--- config.mk ---
export PLATFORM = sky130hd
export DESIGN_NAME = led_segment_gradient_pixel_core
export DESIGN_NICKNAME = d
export VERILOG_FILES = /design/src/sv/lgp_pkg.sv /design/src/sv/lgp_front.sv /design/src/sv/lgp_div.sv /design/src/sv/led_segment_gradient_pixel_core.sv
export SDC_FILE = /design/constraint.sdc
export NUM_CORES = 2
export LEC_CHECK = 0
export BUFFER_PORTS_ARGS = -buffer_cell sky130_fd_sc_hd__buf_4
export CAP_MARGIN = 20
export CORE_UTILIZATION = 50
export CTS_CLUSTER_DIAMETER = 40
export DETAILED_ROUTE_END_ITERATION = 6
export GPL_TIMING_DRIVEN = 0
export PLACE_DENSITY = 0.67
export RECOVER_POWER = 100
export SLEW_MARGIN = 25
export SYNTH_ARGS = -nofsm -noshare
export SYNTH_HDL_FRONTEND = slang
export SYNTH_SLANG_ARGS = --single-unit
--- constraint.sdc ---
create_clock -name clk -period 37.6 [get_ports clk]
set_clock_uncertainty 0.1 [all_clocks]
set_input_delay 1.88 -clock clk [delete_from_list [all_inputs] [get_ports clk]]
set_output_delay 1.88 -clock clk [all_outputs]
set_load 0.02 [all_outputs]
--- src/sv/lgp_pkg.sv ---
package lgp_pkg;

    // color channels per pixel, red first
    localparam int NUM_CH = 4;
    // quotient bits of the fade divide
    localparam int QW = 8;
    // remainder / numerator width: |b - a| * (offset - lo) stays below 2**15
    localparam int NUM_W = 15;
    // window span hi - lo stays below 2**7
    localparam int DEN_W = 7;

    localparam int CFG_W = 32;
    localparam int IDX_W = 3;

    localparam logic [IDX_W-1:0] REG_SEG_BEGIN   = 3'd0;
    localparam logic [IDX_W-1:0] REG_SEG_END     = 3'd1;
    localparam logic [IDX_W-1:0] REG_COLOR_A     = 3'd2;
    localparam logic [IDX_W-1:0] REG_COLOR_B     = 3'd3;
    localparam logic [IDX_W-1:0] REG_FADE_CENTER = 3'd4;
    localparam logic [IDX_W-1:0] REG_FADE_WIDTH  = 3'd5;

    typedef struct packed {
        logic [5:0]  seg_begin;
        logic [6:0]  seg_end;
        logic [31:0] color_a;
        logic [31:0] color_b;
        logic [7:0]  fade_center;
        logic [7:0]  fade_width;
    } lgp_cfg_t;

    // one color channel on its way through the divider
    typedef struct packed {
        logic [NUM_W-1:0] num;
        logic [DEN_W-1:0] den;
        logic             neg;
        logic [QW-1:0]    base;
    } lgp_lane_t;

    // channel 0 is red at 31:24, channel 3 is white at 7:0
    function automatic logic [7:0] chan_of(input logic [31:0] color, input int ch);
        logic [7:0] val;
        val = 8'd0;
        case (ch)
            0:       val = color[31:24];
            1:       val = color[23:16];
            2:       val = color[15:8];
            3:       val = color[7:0];
            default: val = 8'd0;
        endcase
        return val;
    endfunction

endpackage

--- src/sv/lgp_front.sv ---
module lgp_front #(
    parameter int MAX_LEDS = 64
) (
    input  logic                clk,
    input  logic                rst_n,
    input  logic                en,
    input  lgp_pkg::lgp_cfg_t   cfg,
    input  logic                in_valid,
    input  logic [5:0]          offset,
    output logic                lane_valid,
    output logic [5:0]          lane_index,
    output lgp_pkg::lgp_lane_t  lanes [lgp_pkg::NUM_CH]
);

    localparam int NCH = lgp_pkg::NUM_CH;

    // stage 1: segment bounds
    logic signed [7:0] steps_s;
    logic [6:0]        abs_sum;
    logic              v1_next;
    logic              v1_reg;
    logic [5:0]        off1_reg;
    logic [6:0]        steps1_reg;
    logic [5:0]        idx1_reg;

    // stage 2: window products
    logic [8:0]         center2;
    logic signed [10:0] span_lo;
    logic [9:0]         span_hi;
    logic signed [17:0] plo_next;
    logic [16:0]        phi_next;
    logic               v2_reg;
    logic [5:0]         off2_reg;
    logic [6:0]         steps2_reg;
    logic [5:0]         idx2_reg;
    logic signed [17:0] plo2_reg;
    logic [16:0]        phi2_reg;

    // stage 3: rounding and clamp
    logic [17:0]       lo_mag;
    logic [17:0]       lo_rnd;
    logic [16:0]       hi_rnd;
    logic signed [7:0] lo_next;
    logic [6:0]        hi_next;
    logic              v3_reg;
    logic [5:0]        off3_reg;
    logic [5:0]        idx3_reg;
    logic signed [7:0] lo3_reg;
    logic [6:0]        hi3_reg;

    // stage 4: region select and channel deltas
    logic              selb_next;
    logic              fade_next;
    logic [7:0]        t_wide;
    logic [7:0]        den_wide;
    logic [8:0]        delta [NCH];
    logic [8:0]        delta_neg [NCH];
    logic [7:0]        mag_next [NCH];
    logic              v4_reg;
    logic [5:0]        idx4_reg;
    logic              selb4_reg;
    logic              fade4_reg;
    logic [6:0]        t4_reg;
    logic [6:0]        den4_reg;
    logic [7:0]        mag4_reg [NCH];
    logic              neg4_reg [NCH];

    // stage 5: fade numerator
    lgp_pkg::lgp_lane_t lane_next [NCH];
    logic               v5_reg;
    logic [5:0]         idx5_reg;
    lgp_pkg::lgp_lane_t lane5_reg [NCH];

    always_comb
    begin
        steps_s = $signed({1'b0, cfg.seg_end}) - $signed({2'b00, cfg.seg_begin});
        abs_sum = {1'b0, cfg.seg_begin} + {1'b0, offset};
        v1_next = in_valid && (steps_s > 8'sd0)
                  && ($signed({2'b00, offset}) < steps_s)
                  && ({25'd0, abs_sum} < 32'(MAX_LEDS));
    end

    always_comb
    begin
        center2  = {cfg.fade_center, 1'b0};
        span_lo  = $signed({2'b00, center2}) - $signed({3'b000, cfg.fade_width});
        span_hi  = {1'b0, center2} + {2'b00, cfg.fade_width};
        plo_next = $signed({11'd0, steps1_reg}) * $signed({{7{span_lo[10]}}, span_lo});
        phi_next = {10'd0, steps1_reg} * {7'd0, span_hi};
    end

    // round half away from zero, then clamp the upper edge to the segment
    always_comb
    begin
        lo_mag = plo2_reg[17] ? 18'(-plo2_reg) : plo2_reg;
        lo_rnd = (lo_mag + 18'd256) >> 9;
        hi_rnd = (phi2_reg + 17'd256) >> 9;
        lo_next = plo2_reg[17] ? (8'sd0 - $signed({1'b0, lo_rnd[6:0]}))
                               : $signed({1'b0, lo_rnd[6:0]});
        if (hi_rnd[7:0] > {1'b0, steps2_reg})
        begin
            hi_next = steps2_reg;
        end
        else
        begin
            hi_next = hi_rnd[6:0];
        end
    end

    always_comb
    begin
        selb_next = {2'b00, off3_reg} >= {1'b0, hi3_reg};
        fade_next = !selb_next && ($signed({2'b00, off3_reg}) > lo3_reg);
        t_wide    = {2'b00, off3_reg} - lo3_reg;
        den_wide  = {1'b0, hi3_reg} - lo3_reg;
        for (int ch = 0; ch < NCH; ch++)
        begin
            delta[ch]     = {1'b0, lgp_pkg::chan_of(cfg.color_b, ch)}
                            - {1'b0, lgp_pkg::chan_of(cfg.color_a, ch)};
            delta_neg[ch] = 9'd0 - delta[ch];
            mag_next[ch]  = delta[ch][8] ? delta_neg[ch][7:0] : delta[ch][7:0];
        end
    end

    always_comb
    begin
        for (int ch = 0; ch < NCH; ch++)
        begin
            lane_next[ch].num  = fade4_reg ? ({7'd0, mag4_reg[ch]} * {8'd0, t4_reg})
                                           : '0;
            lane_next[ch].den  = fade4_reg ? den4_reg : 7'd1;
            lane_next[ch].neg  = fade4_reg && neg4_reg[ch];
            lane_next[ch].base = selb4_reg ? lgp_pkg::chan_of(cfg.color_b, ch)
                                           : lgp_pkg::chan_of(cfg.color_a, ch);
        end
    end

    always_ff @(posedge clk or negedge rst_n)
    begin
        if (!rst_n)
        begin
            v1_reg <= 1'b0;
            v2_reg <= 1'b0;
            v3_reg <= 1'b0;
            v4_reg <= 1'b0;
            v5_reg <= 1'b0;
        end
        else if (en)
        begin
            v1_reg <= v1_next;
            v2_reg <= v1_reg;
            v3_reg <= v2_reg;
            v4_reg <= v3_reg;
            v5_reg <= v4_reg;
        end
    end

    always_ff @(posedge clk)
    begin
        if (en)
        begin
            off1_reg   <= offset;
            steps1_reg <= steps_s[6:0];
            idx1_reg   <= abs_sum[5:0];

            off2_reg   <= off1_reg;
            steps2_reg <= steps1_reg;
            idx2_reg   <= idx1_reg;
            plo2_reg   <= plo_next;
            phi2_reg   <= phi_next;

            off3_reg   <= off2_reg;
            idx3_reg   <= idx2_reg;
            lo3_reg    <= lo_next;
            hi3_reg    <= hi_next;

            idx4_reg   <= idx3_reg;
            selb4_reg  <= selb_next;
            fade4_reg  <= fade_next;
            t4_reg     <= t_wide[6:0];
            den4_reg   <= den_wide[6:0];
            for (int ch = 0; ch < NCH; ch++)
            begin
                mag4_reg[ch] <= mag_next[ch];
                neg4_reg[ch] <= delta[ch][8];
            end

            idx5_reg <= idx4_reg;
            for (int ch = 0; ch < NCH; ch++)
            begin
                lane5_reg[ch] <= lane_next[ch];
            end
        end
    end

    assign lane_valid = v5_reg;
    assign lane_index = idx5_reg;

    always_comb
    begin
        for (int ch = 0; ch < NCH; ch++)
        begin
            lanes[ch] = lane5_reg[ch];
        end
    end

endmodule

--- src/sv/lgp_div.sv ---
module lgp_div (
    input  logic                        clk,
    input  logic                        rst_n,
    input  logic                        en,
    input  logic                        in_valid,
    input  logic [5:0]                  in_index,
    input  lgp_pkg::lgp_lane_t          lanes_in [lgp_pkg::NUM_CH],
    output logic                        out_valid,
    output logic [5:0]                  out_index,
    output logic [lgp_pkg::QW-1:0]      q_out [lgp_pkg::NUM_CH],
    output logic [lgp_pkg::QW-1:0]      base_out [lgp_pkg::NUM_CH],
    output logic                        neg_out [lgp_pkg::NUM_CH]
);

    localparam int NCH = lgp_pkg::NUM_CH;
    localparam int QW  = lgp_pkg::QW;
    localparam int NW  = lgp_pkg::NUM_W;
    localparam int DW  = lgp_pkg::DEN_W;

    // one restoring step per stage, quotient msb first; num carries the remainder
    logic               valid_reg [QW];
    logic [5:0]         index_reg [QW];
    lgp_pkg::lgp_lane_t lane_reg  [QW][NCH];
    logic [QW-1:0]      q_reg     [QW][NCH];

    lgp_pkg::lgp_lane_t lane_src  [QW][NCH];
    logic [QW-1:0]      q_src     [QW][NCH];
    lgp_pkg::lgp_lane_t lane_next [QW][NCH];
    logic [QW-1:0]      q_next    [QW][NCH];
    logic [NW-1:0]      den_shift [QW][NCH];
    logic               take      [QW][NCH];

    always_comb
    begin
        for (int k = 0; k < QW; k++)
        begin
            for (int ch = 0; ch < NCH; ch++)
            begin
                if (k == 0)
                begin
                    lane_src[k][ch] = lanes_in[ch];
                    q_src[k][ch]    = '0;
                end
                else
                begin
                    lane_src[k][ch] = lane_reg[k-1][ch];
                    q_src[k][ch]    = q_reg[k-1][ch];
                end
                den_shift[k][ch] = {{(NW-DW){1'b0}}, lane_src[k][ch].den} << (QW-1-k);
                take[k][ch]      = lane_src[k][ch].num >= den_shift[k][ch];
                lane_next[k][ch] = lane_src[k][ch];
                if (take[k][ch])
                begin
                    lane_next[k][ch].num = lane_src[k][ch].num - den_shift[k][ch];
                end
                q_next[k][ch] = {q_src[k][ch][QW-2:0], take[k][ch]};
            end
        end
    end

    always_ff @(posedge clk or negedge rst_n)
    begin
        if (!rst_n)
        begin
            for (int k = 0; k < QW; k++)
            begin
                valid_reg[k] <= 1'b0;
            end
        end
        else if (en)
        begin
            valid_reg[0] <= in_valid;
            for (int k = 1; k < QW; k++)
            begin
                valid_reg[k] <= valid_reg[k-1];
            end
        end
    end

    always_ff @(posedge clk)
    begin
        if (en)
        begin
            index_reg[0] <= in_index;
            for (int k = 1; k < QW; k++)
            begin
                index_reg[k] <= index_reg[k-1];
            end
            for (int k = 0; k < QW; k++)
            begin
                for (int ch = 0; ch < NCH; ch++)
                begin
                    lane_reg[k][ch] <= lane_next[k][ch];
                    q_reg[k][ch]    <= q_next[k][ch];
                end
            end
        end
    end

    assign out_valid = valid_reg[QW-1];
    assign out_index = index_reg[QW-1];

    always_comb
    begin
        for (int ch = 0; ch < NCH; ch++)
        begin
            q_out[ch]    = q_reg[QW-1][ch];
            base_out[ch] = lane_reg[QW-1][ch].base;
            neg_out[ch]  = lane_reg[QW-1][ch].neg;
        end
    end

endmodule

--- src/sv/led_segment_gradient_pixel_core.sv ---
// RGBW gradient pixel for one segment of an LED strip.
// pixel channel: pixel_valid / pixel_stall carry one word, pixel_offset, counted
// from seg_begin. result channel: result_valid / result_stall carry led_index
// (seg_begin + offset) and the red, green, blue and white bytes of the pixel.
// an offset at or past the segment end, an empty segment, or an index at or
// past MAX_LEDS gives no result word; the word just drops out of the pipe.
// configuration: cfg_we writes cfg_data into register cfg_index (0 seg_begin,
// 1 seg_end, 2 color_a, 3 color_b, 4 fade_center, 5 fade_width); write only
// while no word is in flight. unknown indexes are ignored.
// from accept to result a word passes 5 stages for segment bounds, fade window,
// rounding, region select and numerator multiply, 8 stages of the restoring
// divider (one quotient bit per stage, four channels side by side) and the
// output register. the pipe takes one word per cycle while no waiting result is stalled.
// when result_stall holds a waiting result, the whole pipe freezes and
// pixel_stall rises in the same cycle; nothing is lost or repeated.
// reset clears all valid bits and loads the register defaults
// (segment 0..64, colors 0, center 128, width 32).
module led_segment_gradient_pixel_core #(
    parameter int MAX_LEDS = 64
) (
    input  logic                        clk,
    input  logic                        rst_n,

    input  logic                        cfg_we,
    input  logic [lgp_pkg::IDX_W-1:0]   cfg_index,
    input  logic [lgp_pkg::CFG_W-1:0]   cfg_data,

    input  logic                        pixel_valid,
    output logic                        pixel_stall,
    input  logic [5:0]                  pixel_offset,

    output logic                        result_valid,
    input  logic                        result_stall,
    output logic [5:0]                  led_index,
    output logic [7:0]                  red_out,
    output logic [7:0]                  green_out,
    output logic [7:0]                  blue_out,
    output logic [7:0]                  white_out
);

    localparam int NCH = lgp_pkg::NUM_CH;
    localparam int QW  = lgp_pkg::QW;

    lgp_pkg::lgp_cfg_t  cfg_reg;
    logic               en;

    logic               lane_valid;
    logic [5:0]         lane_index;
    lgp_pkg::lgp_lane_t lanes [NCH];

    logic               div_valid;
    logic [5:0]         div_index;
    logic [QW-1:0]      div_q    [NCH];
    logic [QW-1:0]      div_base [NCH];
    logic               div_neg  [NCH];

    logic [7:0]         color_next [NCH];
    logic               res_valid_reg;
    logic [5:0]         res_index_reg;
    logic [7:0]         color_reg [NCH];

    // one freeze for the whole pipe while a result waits
    assign en          = !(res_valid_reg && result_stall);
    assign pixel_stall = !en;

    always_ff @(posedge clk or negedge rst_n)
    begin
        if (!rst_n)
        begin
            cfg_reg.seg_begin   <= 6'd0;
            cfg_reg.seg_end     <= 7'd64;
            cfg_reg.color_a     <= 32'd0;
            cfg_reg.color_b     <= 32'd0;
            cfg_reg.fade_center <= 8'd128;
            cfg_reg.fade_width  <= 8'd32;
        end
        else if (cfg_we)
        begin
            case (cfg_index)
                lgp_pkg::REG_SEG_BEGIN:   cfg_reg.seg_begin   <= cfg_data[5:0];
                lgp_pkg::REG_SEG_END:     cfg_reg.seg_end     <= cfg_data[6:0];
                lgp_pkg::REG_COLOR_A:     cfg_reg.color_a     <= cfg_data[31:0];
                lgp_pkg::REG_COLOR_B:     cfg_reg.color_b     <= cfg_data[31:0];
                lgp_pkg::REG_FADE_CENTER: cfg_reg.fade_center <= cfg_data[7:0];
                lgp_pkg::REG_FADE_WIDTH:  cfg_reg.fade_width  <= cfg_data[7:0];
                default: ;
            endcase
        end
    end

    lgp_front #(
        .MAX_LEDS (MAX_LEDS)
    ) u_front (
        .clk        (clk),
        .rst_n      (rst_n),
        .en         (en),
        .cfg        (cfg_reg),
        .in_valid   (pixel_valid),
        .offset     (pixel_offset),
        .lane_valid (lane_valid),
        .lane_index (lane_index),
        .lanes      (lanes)
    );

    lgp_div u_div (
        .clk       (clk),
        .rst_n     (rst_n),
        .en        (en),
        .in_valid  (lane_valid),
        .in_index  (lane_index),
        .lanes_in  (lanes),
        .out_valid (div_valid),
        .out_index (div_index),
        .q_out     (div_q),
        .base_out  (div_base),
        .neg_out   (div_neg)
    );

    // quotient is a magnitude; the sign of b - a picks add or subtract
    always_comb
    begin
        for (int ch = 0; ch < NCH; ch++)
        begin
            color_next[ch] = div_neg[ch] ? (div_base[ch] - div_q[ch])
                                         : (div_base[ch] + div_q[ch]);
        end
    end

    always_ff @(posedge clk or negedge rst_n)
    begin
        if (!rst_n)
        begin
            res_valid_reg <= 1'b0;
        end
        else if (en)
        begin
            res_valid_reg <= div_valid;
        end
    end

    always_ff @(posedge clk)
    begin
        if (en)
        begin
            res_index_reg <= div_index;
            for (int ch = 0; ch < NCH; ch++)
            begin
                color_reg[ch] <= color_next[ch];
            end
        end
    end

    assign result_valid = res_valid_reg;
    assign led_index    = res_index_reg;
    assign red_out      = color_reg[0];
    assign green_out    = color_reg[1];
    assign blue_out     = color_reg[2];
    assign white_out    = color_reg[3];

    // a receiver that is not stalling never backs up the pixel side
    a_no_false_stall: assert property (@(posedge clk) disable iff (!rst_n)
        !result_stall |-> !pixel_stall)
        else $error("pixel_stall high while result side is ready");

    // a result word only appears after the divider handed one over
    a_result_from_div: assert property (@(posedge clk) disable iff (!rst_n)
        $rose(result_valid) |-> $past(div_valid))
        else $error("result word without a divider word");

    // the fade step never leaves the byte range of the red channel
    a_red_in_range: assert property (@(posedge clk) disable iff (!rst_n)
        div_valid |-> (div_neg[0] && (div_q[0] <= div_base[0]))
                      || (!div_neg[0] && (({1'b0, div_base[0]} + {1'b0, div_q[0]}) <= 9'd255)))
        else $error("red channel fade left the byte range");

    // the fade step never leaves the byte range of the white channel
    a_white_in_range: assert property (@(posedge clk) disable iff (!rst_n)
        div_valid |-> (div_neg[3] && (div_q[3] <= div_base[3]))
                      || (!div_neg[3] && (({1'b0, div_base[3]} + {1'b0, div_q[3]}) <= 9'd255)))
        else $error("white channel fade left the byte range");

endmodule

---- Word level (Yosys, flattened, before mapping) ----
Memory sizes are Yosys's and may differ from the RTL's. A register that Yosys moved wholly into a read port is not among the register bits.
Index checks and enable logic that the tools add are counted.
cells by class
  $add $sub $neg .......................... 58
  multipliers ............................. 6
  div/mod/pow operators ................... 0
  magnitude comparators ................... 38
  equality and inequality tests ........... 5
  shift operators ......................... 0
  multiplexer cells ....................... 53
  bitwise gates (word level) .............. 0
  reduce and logical (&&, ||, !) cells .... 18
operators by type and width
  operator                                         number
  2-to-1 mux 15 bit                                36
  2-to-1 mux 8 bit                                 12
  greater-or-equal comparator 15 x 10 -> 1 bit     4
  greater-or-equal comparator 15 x 11 -> 1 bit     4
  greater-or-equal comparator 15 x 12 -> 1 bit     4
  greater-or-equal comparator 15 x 13 -> 1 bit     4
  greater-or-equal comparator 15 x 14 -> 1 bit     4
  greater-or-equal comparator 15 x 7 -> 1 bit      4
  greater-or-equal comparator 15 x 8 -> 1 bit      4
  greater-or-equal comparator 15 x 9 -> 1 bit      4
  multiplier 8 x 7 -> 15 bit                       4
  subtractor 15 x 10 -> 15 bit                     4
  subtractor 15 x 11 -> 15 bit                     4
  subtractor 15 x 12 -> 15 bit                     4
  subtractor 15 x 13 -> 15 bit                     4
  subtractor 15 x 14 -> 15 bit                     4
  subtractor 15 x 7 -> 15 bit                      4
  subtractor 15 x 8 -> 15 bit                      4
  subtractor 15 x 9 -> 15 bit                      4
  subtractor 8 x 8 -> 9 bit                        4
  adder 8 bit                                      4
  subtractor 1 x 8 -> 8 bit, first input constant  4
  subtractor 8 bit                                 4
  2-to-1 mux 7 bit                                 3
  27 further kinds                                 43
word-level totals
  register bits after elaboration ......... 235
  bits in latches ......................... 0
  bits in writable memories ............... 1488
  ROM bits ................................ 0
  input port bits ......................... 46
  output and inout port bits .............. 40
  word-level logic and storage cells ...... 224
  memories kept ........................... 7
memories
  memory             words  width  rd ports  clocked after memory_dff  wr ports  RTL line                               text
  u_div.lane_reg     8      124    8         0                         8         lgp_div.sv:23                          lgp_pkg::lgp_lane_t lane_reg [QW][NCH];
  u_div.q_reg        8      32     8         0                         8         lgp_div.sv:24                          logic [QW-1:0] q_reg [QW][NCH];
  u_front.lane5_reg  4      31     4         0                         4         lgp_front.sv:72                        lgp_pkg::lgp_lane_t lane5_reg [NCH];
  u_div.index_reg    8      6      8         1                         8         lgp_div.sv:22                          logic [5:0] index_reg [QW];
  color_reg          4      8      4         0                         4         led_segment_gradient_pixel_core.sv:60  logic [7:0] color_reg [NCH];
  u_front.mag4_reg   4      8      4         0                         4         lgp_front.sv:65                        logic [7:0] mag4_reg [NCH];
  +1 memories        n/a    n/a    n/a       n/a                       n/a       n/a

---- Depth between registers and ports, before layout ----
  depth in word-level cells ............... 5
  mapped depth ............................ 25
  mapped depth without buffers ............ 25

---- By module ----
Synthesis repeated with hierarchy kept, for this count alone.
second synthesis, totals
  cells, all modules ...................... 6198
  area, all modules ....................... 79595.1 um2
by module, submodules not included
  module                           times used  cells an instance  area each (um2)  seq. area each (um2)
  lgp_div                          1           3262               47902.2          33111.8
  lgp_front                        1           2459               25318.0          7872.6
  led_segment_gradient_pixel_core  1           477                6374.9           3497.1

---- Least setup slack after synthesis ----
OpenSTA, ideal clock, no wires.
  kind .................................... input to register
  start point ............................. in result_stall
  end point ............................... reg u_front.v1_reg
  setup time .............................. 0.167 ns
  arrival ................................. 44.140 ns
  data required time ...................... 37.333 ns
  setup slack ............................. -6.807 ns
  stages on the path ...................... 4
  path buffers ............................ 1
  cells stage by stage .................... nand2_1 clkbuf_1 inv_1 a22o_1
between the ends
  word-level cells in the longest chain between the ends .. 1
RTL lines
  what                  RTL line                               text
  from (decl)           led_segment_gradient_pixel_core.sv:33  input logic result_stall,
  logical AND 1 bit     led_segment_gradient_pixel_core.sv:63  assign en = !(res_valid_reg && result_stall);
  net pixel_stall       led_segment_gradient_pixel_core.sv:29  output logic pixel_stall,
  to (signal assigned)  lgp_front.sv:150                       v1_reg <= v1_next;
  to (decl)             lgp_front.sv:21                        logic v1_reg;
The timed path passes the listed nets, and every way through them passes these cells.
A chain may end at the register's enable or synchronous reset.

==> metrics.yaml <==
layout_common_cells: "sky130_fd_sc_hd__edfxtp_1 (1245), sky130_fd_sc_hd__inv_1 (586), sky130_fd_sc_hd__ha_1 (553)"
synth_sequential_area_ratio: 0.5514
die_x_um: 383.2
asyncSetResetFlopFracSynth: 0.07914
clkSlewWorstSetupHoldPaths_ns: 0.06
count_of_flip_flops_with_a_built_in_enable_after_synthesis: 1245
ff2ff_setup_slack_ns: 19.83
number_of_setup_violations_in_the_final_report: 0
worst-path-max-fanout: 92
finalWorstSetupSlack_ns: 19.03
grt_start_max_net_pins: 108
syn-cell-area_um2: 72660
ff2ff_path_depth: 8
io_buffer_count: 85
terminus_of_the_critical_flop_to_flop_path: "u_div.lane_reg[1][307]$_DFFE_PN_"
postSynthNetCount: 6617
rows: 139
final_common_cell: "sky130_fd_sc_hd__edfxtp_1"
tritoncts: "done"
ctsHoldBuffers: 0
hold_path.class: "reg2reg"
final_nets: 6912
place.detailed.hpwl_um: 110200
fmax_mhz: 53.85
drt_first_iter_violations: 2442
rsz0062_at_grt: "no"
postSynthCellCount: 5766
routabilityCongestion: 0.8561
cap_violations: 16
post_route_cells_drive_above_1_share: 0.07916
place_worst_setup_slack_ns: 30.67
fin_tns_setup_ns: 0
n_antenna_cell: 0
floorplan.initialDensity: 0.5052
postRouteWirelength_um: 145900
timing.critical_path.to: "u_div.lane_reg[1][307]$_DFFE_PN_"
max_slew_margin: -3.009
viasPerCell: 5.268
ant_nets: 0
synthDistinctLibCells: 75
postCtsSetupBuffers: 0
r2r-start: "result_valid$_DFFE_PN0N_"
finish.cell_count_without_fillers: 8131
timing.hold.ws_ns: 0.2933
crit_arrival_ns: 18.89
worstMarginPinSlew_ns: 6.013
criticalPathCategory: "in2reg"
core_area_um2: 143800
finalMaxSlewViolations: 1306
critPathRequiredTime_ns: 37.92
grt_pass1_vias: 43320
synth.top_cell.area_share: 0.5145
post_cts.resized_instances: 0
largest_cells_by_area_after_synthesis: "sky130_fd_sc_hd__edfxtp_1 (51%), sky130_fd_sc_hd__ha_1 (9.5%), sky130_fd_sc_hd__fa_1 (6.9%), sky130_fd_sc_hd__dfrtp_1 (3.6%), sky130_fd_sc_hd__inv_1 (3.0%)"
critPathCaptureType: "flop"
yosys_register_bits: 1352
global_route_total_overflow: 0
post_route_drc: 0
largest_register_ffs: 757
post_drt_wl_per_cell_um: 17.94
startpoint_types: "primary input"
die_height_um: 383.2
number_of_detailed_route_iterations_in_the_first_pass: 5
synth.yosys.warnings: 0
io_pins: 86
placed_cells_incl_taps: 7770
timing.final.crit_share: 0.4939
netlist.top_cell.by_area: "sky130_fd_sc_hd__edfxtp_1"
clock_latency_ns: 0.79
htreeDepth: 4
die-area_um2: 146900
area_growth_syn_to_layout_pct: 13.06
failing_checks: "max-capacitance violations, max-slew violations"
num_vias: 42830
clock_tree.root_cell: "sky130_fd_sc_hd__clkbuf_16"
grt_first_pass_wirelength_um: 230700
clock_sinks: 1352
gr-usage-all-layers: 0.2001
cts_buffers: 192
timing.final.crit_period_ns: 18.57
timing.final.hold_violations: 0
antenna_found_initial: 6
yosys_most_used_dff: "sky130_fd_sc_hd__edfxtp_1"
clock_path_buffers: 3
critical_path.startpoint: "result_stall"
syn_area_per_cell_um2: 12.60
outcome: "finished, violations left"
metal layers:
layer | share of wire | up-vias | global-route usage
met2 | 0.49 | 828 | 0.3431
met3 | 0.036 | 288 | 0.02810
met5 | 0 | - | 0
met1 | 0.43 | 20580 | 0.2526
met4 | 0.039 | 0 | 0.08585
li1 | - | 21140 | -
worst min-delay path by stage:
stage	start	to	slack [ns]	cells after the start
2_1_floorplan	u_div.index_reg[7][0]$_DFFE_PN_	led_index[0]$_DFFE_PN_	0.30	0
3_3_place_gp	u_div.index_reg[3][0]$_DFFE_PN_	u_div.index_reg[4][0]$_DFFE_PN_	0.30	0
3_5_place_dp	u_div.index_reg[7][4]$_DFFE_PN_	led_index[4]$_DFFE_PN_	0.30	0
4_1_cts	u_front.lane5_reg[1][1]$_DFFE_PN_	u_div.lane_reg[0][63]$_DFFE_PN_	0.28	0
5_1_grt	u_div.lane_reg[1][7]$_DFFE_PN_	u_div.lane_reg[1][131]$_DFFE_PN_	0.28	0
6_report	u_div.q_reg[0][32]$_DFFE_PN_	u_div.q_reg[1][1]$_DFFE_PN_	0.29	0
Yosys cell counts, types with 6 or more instances:
cell type and n:
sky130_fd_sc_hd__or3_1 13, sky130_fd_sc_hd__o21ai_0 299, sky130_fd_sc_hd__or4_1 21, sky130_fd_sc_hd__ha_1 553, sky130_fd_sc_hd__a221oi_1 6, sky130_fd_sc_hd__a31oi_1 31, sky130_fd_sc_hd__dfrtp_1 104, sky130_fd_sc_hd__xor2_1 140
sky130_fd_sc_hd__a21oi_1 231, sky130_fd_sc_hd__edfxtp_1 1245, sky130_fd_sc_hd__nand4_1 31, sky130_fd_sc_hd__clkbuf_1 93, sky130_fd_sc_hd__a21o_1 121, sky130_fd_sc_hd__a21boi_0 35, sky130_fd_sc_hd__nor4_1 58, sky130_fd_sc_hd__o31ai_1 41
sky130_fd_sc_hd__nand3b_1 6, sky130_fd_sc_hd__and2_1 220, sky130_fd_sc_hd__nor2_1 242, sky130_fd_sc_hd__nand2b_1 100, sky130_fd_sc_hd__and3_1 19, sky130_fd_sc_hd__nand3_1 43, sky130_fd_sc_hd__nand2_1 456, sky130_fd_sc_hd__nor4b_1 10
sky130_fd_sc_hd__o21a_1 32, sky130_fd_sc_hd__xnor2_1 233, sky130_fd_sc_hd__o21bai_1 26, sky130_fd_sc_hd__fa_1 252, sky130_fd_sc_hd__inv_1 586, sky130_fd_sc_hd__mux2i_1 37, sky130_fd_sc_hd__nand4b_1 15, sky130_fd_sc_hd__a211oi_1 17
sky130_fd_sc_hd__mux2_2 113, sky130_fd_sc_hd__nor2b_1 130, sky130_fd_sc_hd__nor3_1 101
metrics by stage:
step / util / area, um2
detailed placement: 0.5292 / 76120
global route: 0.5712 / 82150
finish: 0.5712 / 82150
floorplan: - / 72660
global placement: 0.5262 / 75680
CTS: 0.5752 / 82730
worst max-delay path, cell delays in order:
cell and delay, ns:
sky130_fd_sc_hd__clkbuf_4 0.11, sky130_fd_sc_hd__nand2_1 0.22, sky130_fd_sc_hd__clkbuf_1 1.67, sky130_fd_sc_hd__clkbuf_1 1.91
sky130_fd_sc_hd__clkbuf_1 2.90, sky130_fd_sc_hd__clkbuf_1 3.28, sky130_fd_sc_hd__clkbuf_1 2.99, sky130_fd_sc_hd__clkbuf_1 3.42
sky130_fd_sc_hd__buf_16 0.32
kinds of logic after synthesis:
logic type | count (synthesis) | synth area share
AOI/OAI and AO/OA | 899 | 0.07527
xor gates and xnor gates | 373 | 0.04496
adders and majority gates | 805 | 0.1647
buffers and inverters | 686 | 0.03552
DFF | 1352 | 0.5514
muxes | 150 | 0.02261
and+or+nand+nor | 1501 | 0.1056
area by class of cell:
| cell class | instances | area [um2] |
|---|---|---|
| plain buffers | 100 | 376.6 |
| clock buffers | 212 | 4964 |
| clock inverters | 149 | 1652 |
| fillers | 11560 | 61680 |
| inverters | 586 | 2200 |
| multi-input cells | 3728 | 29980 |
| flip-flops and latches | 1352 | 40070 |
| well taps | 1903 | 2381 |
| repair buffers | 101 | 534.3 |
Power is left out: the tool's default activity adds up to more than one toggle a clock period on the data nets, which glitch-free logic cannot reach.
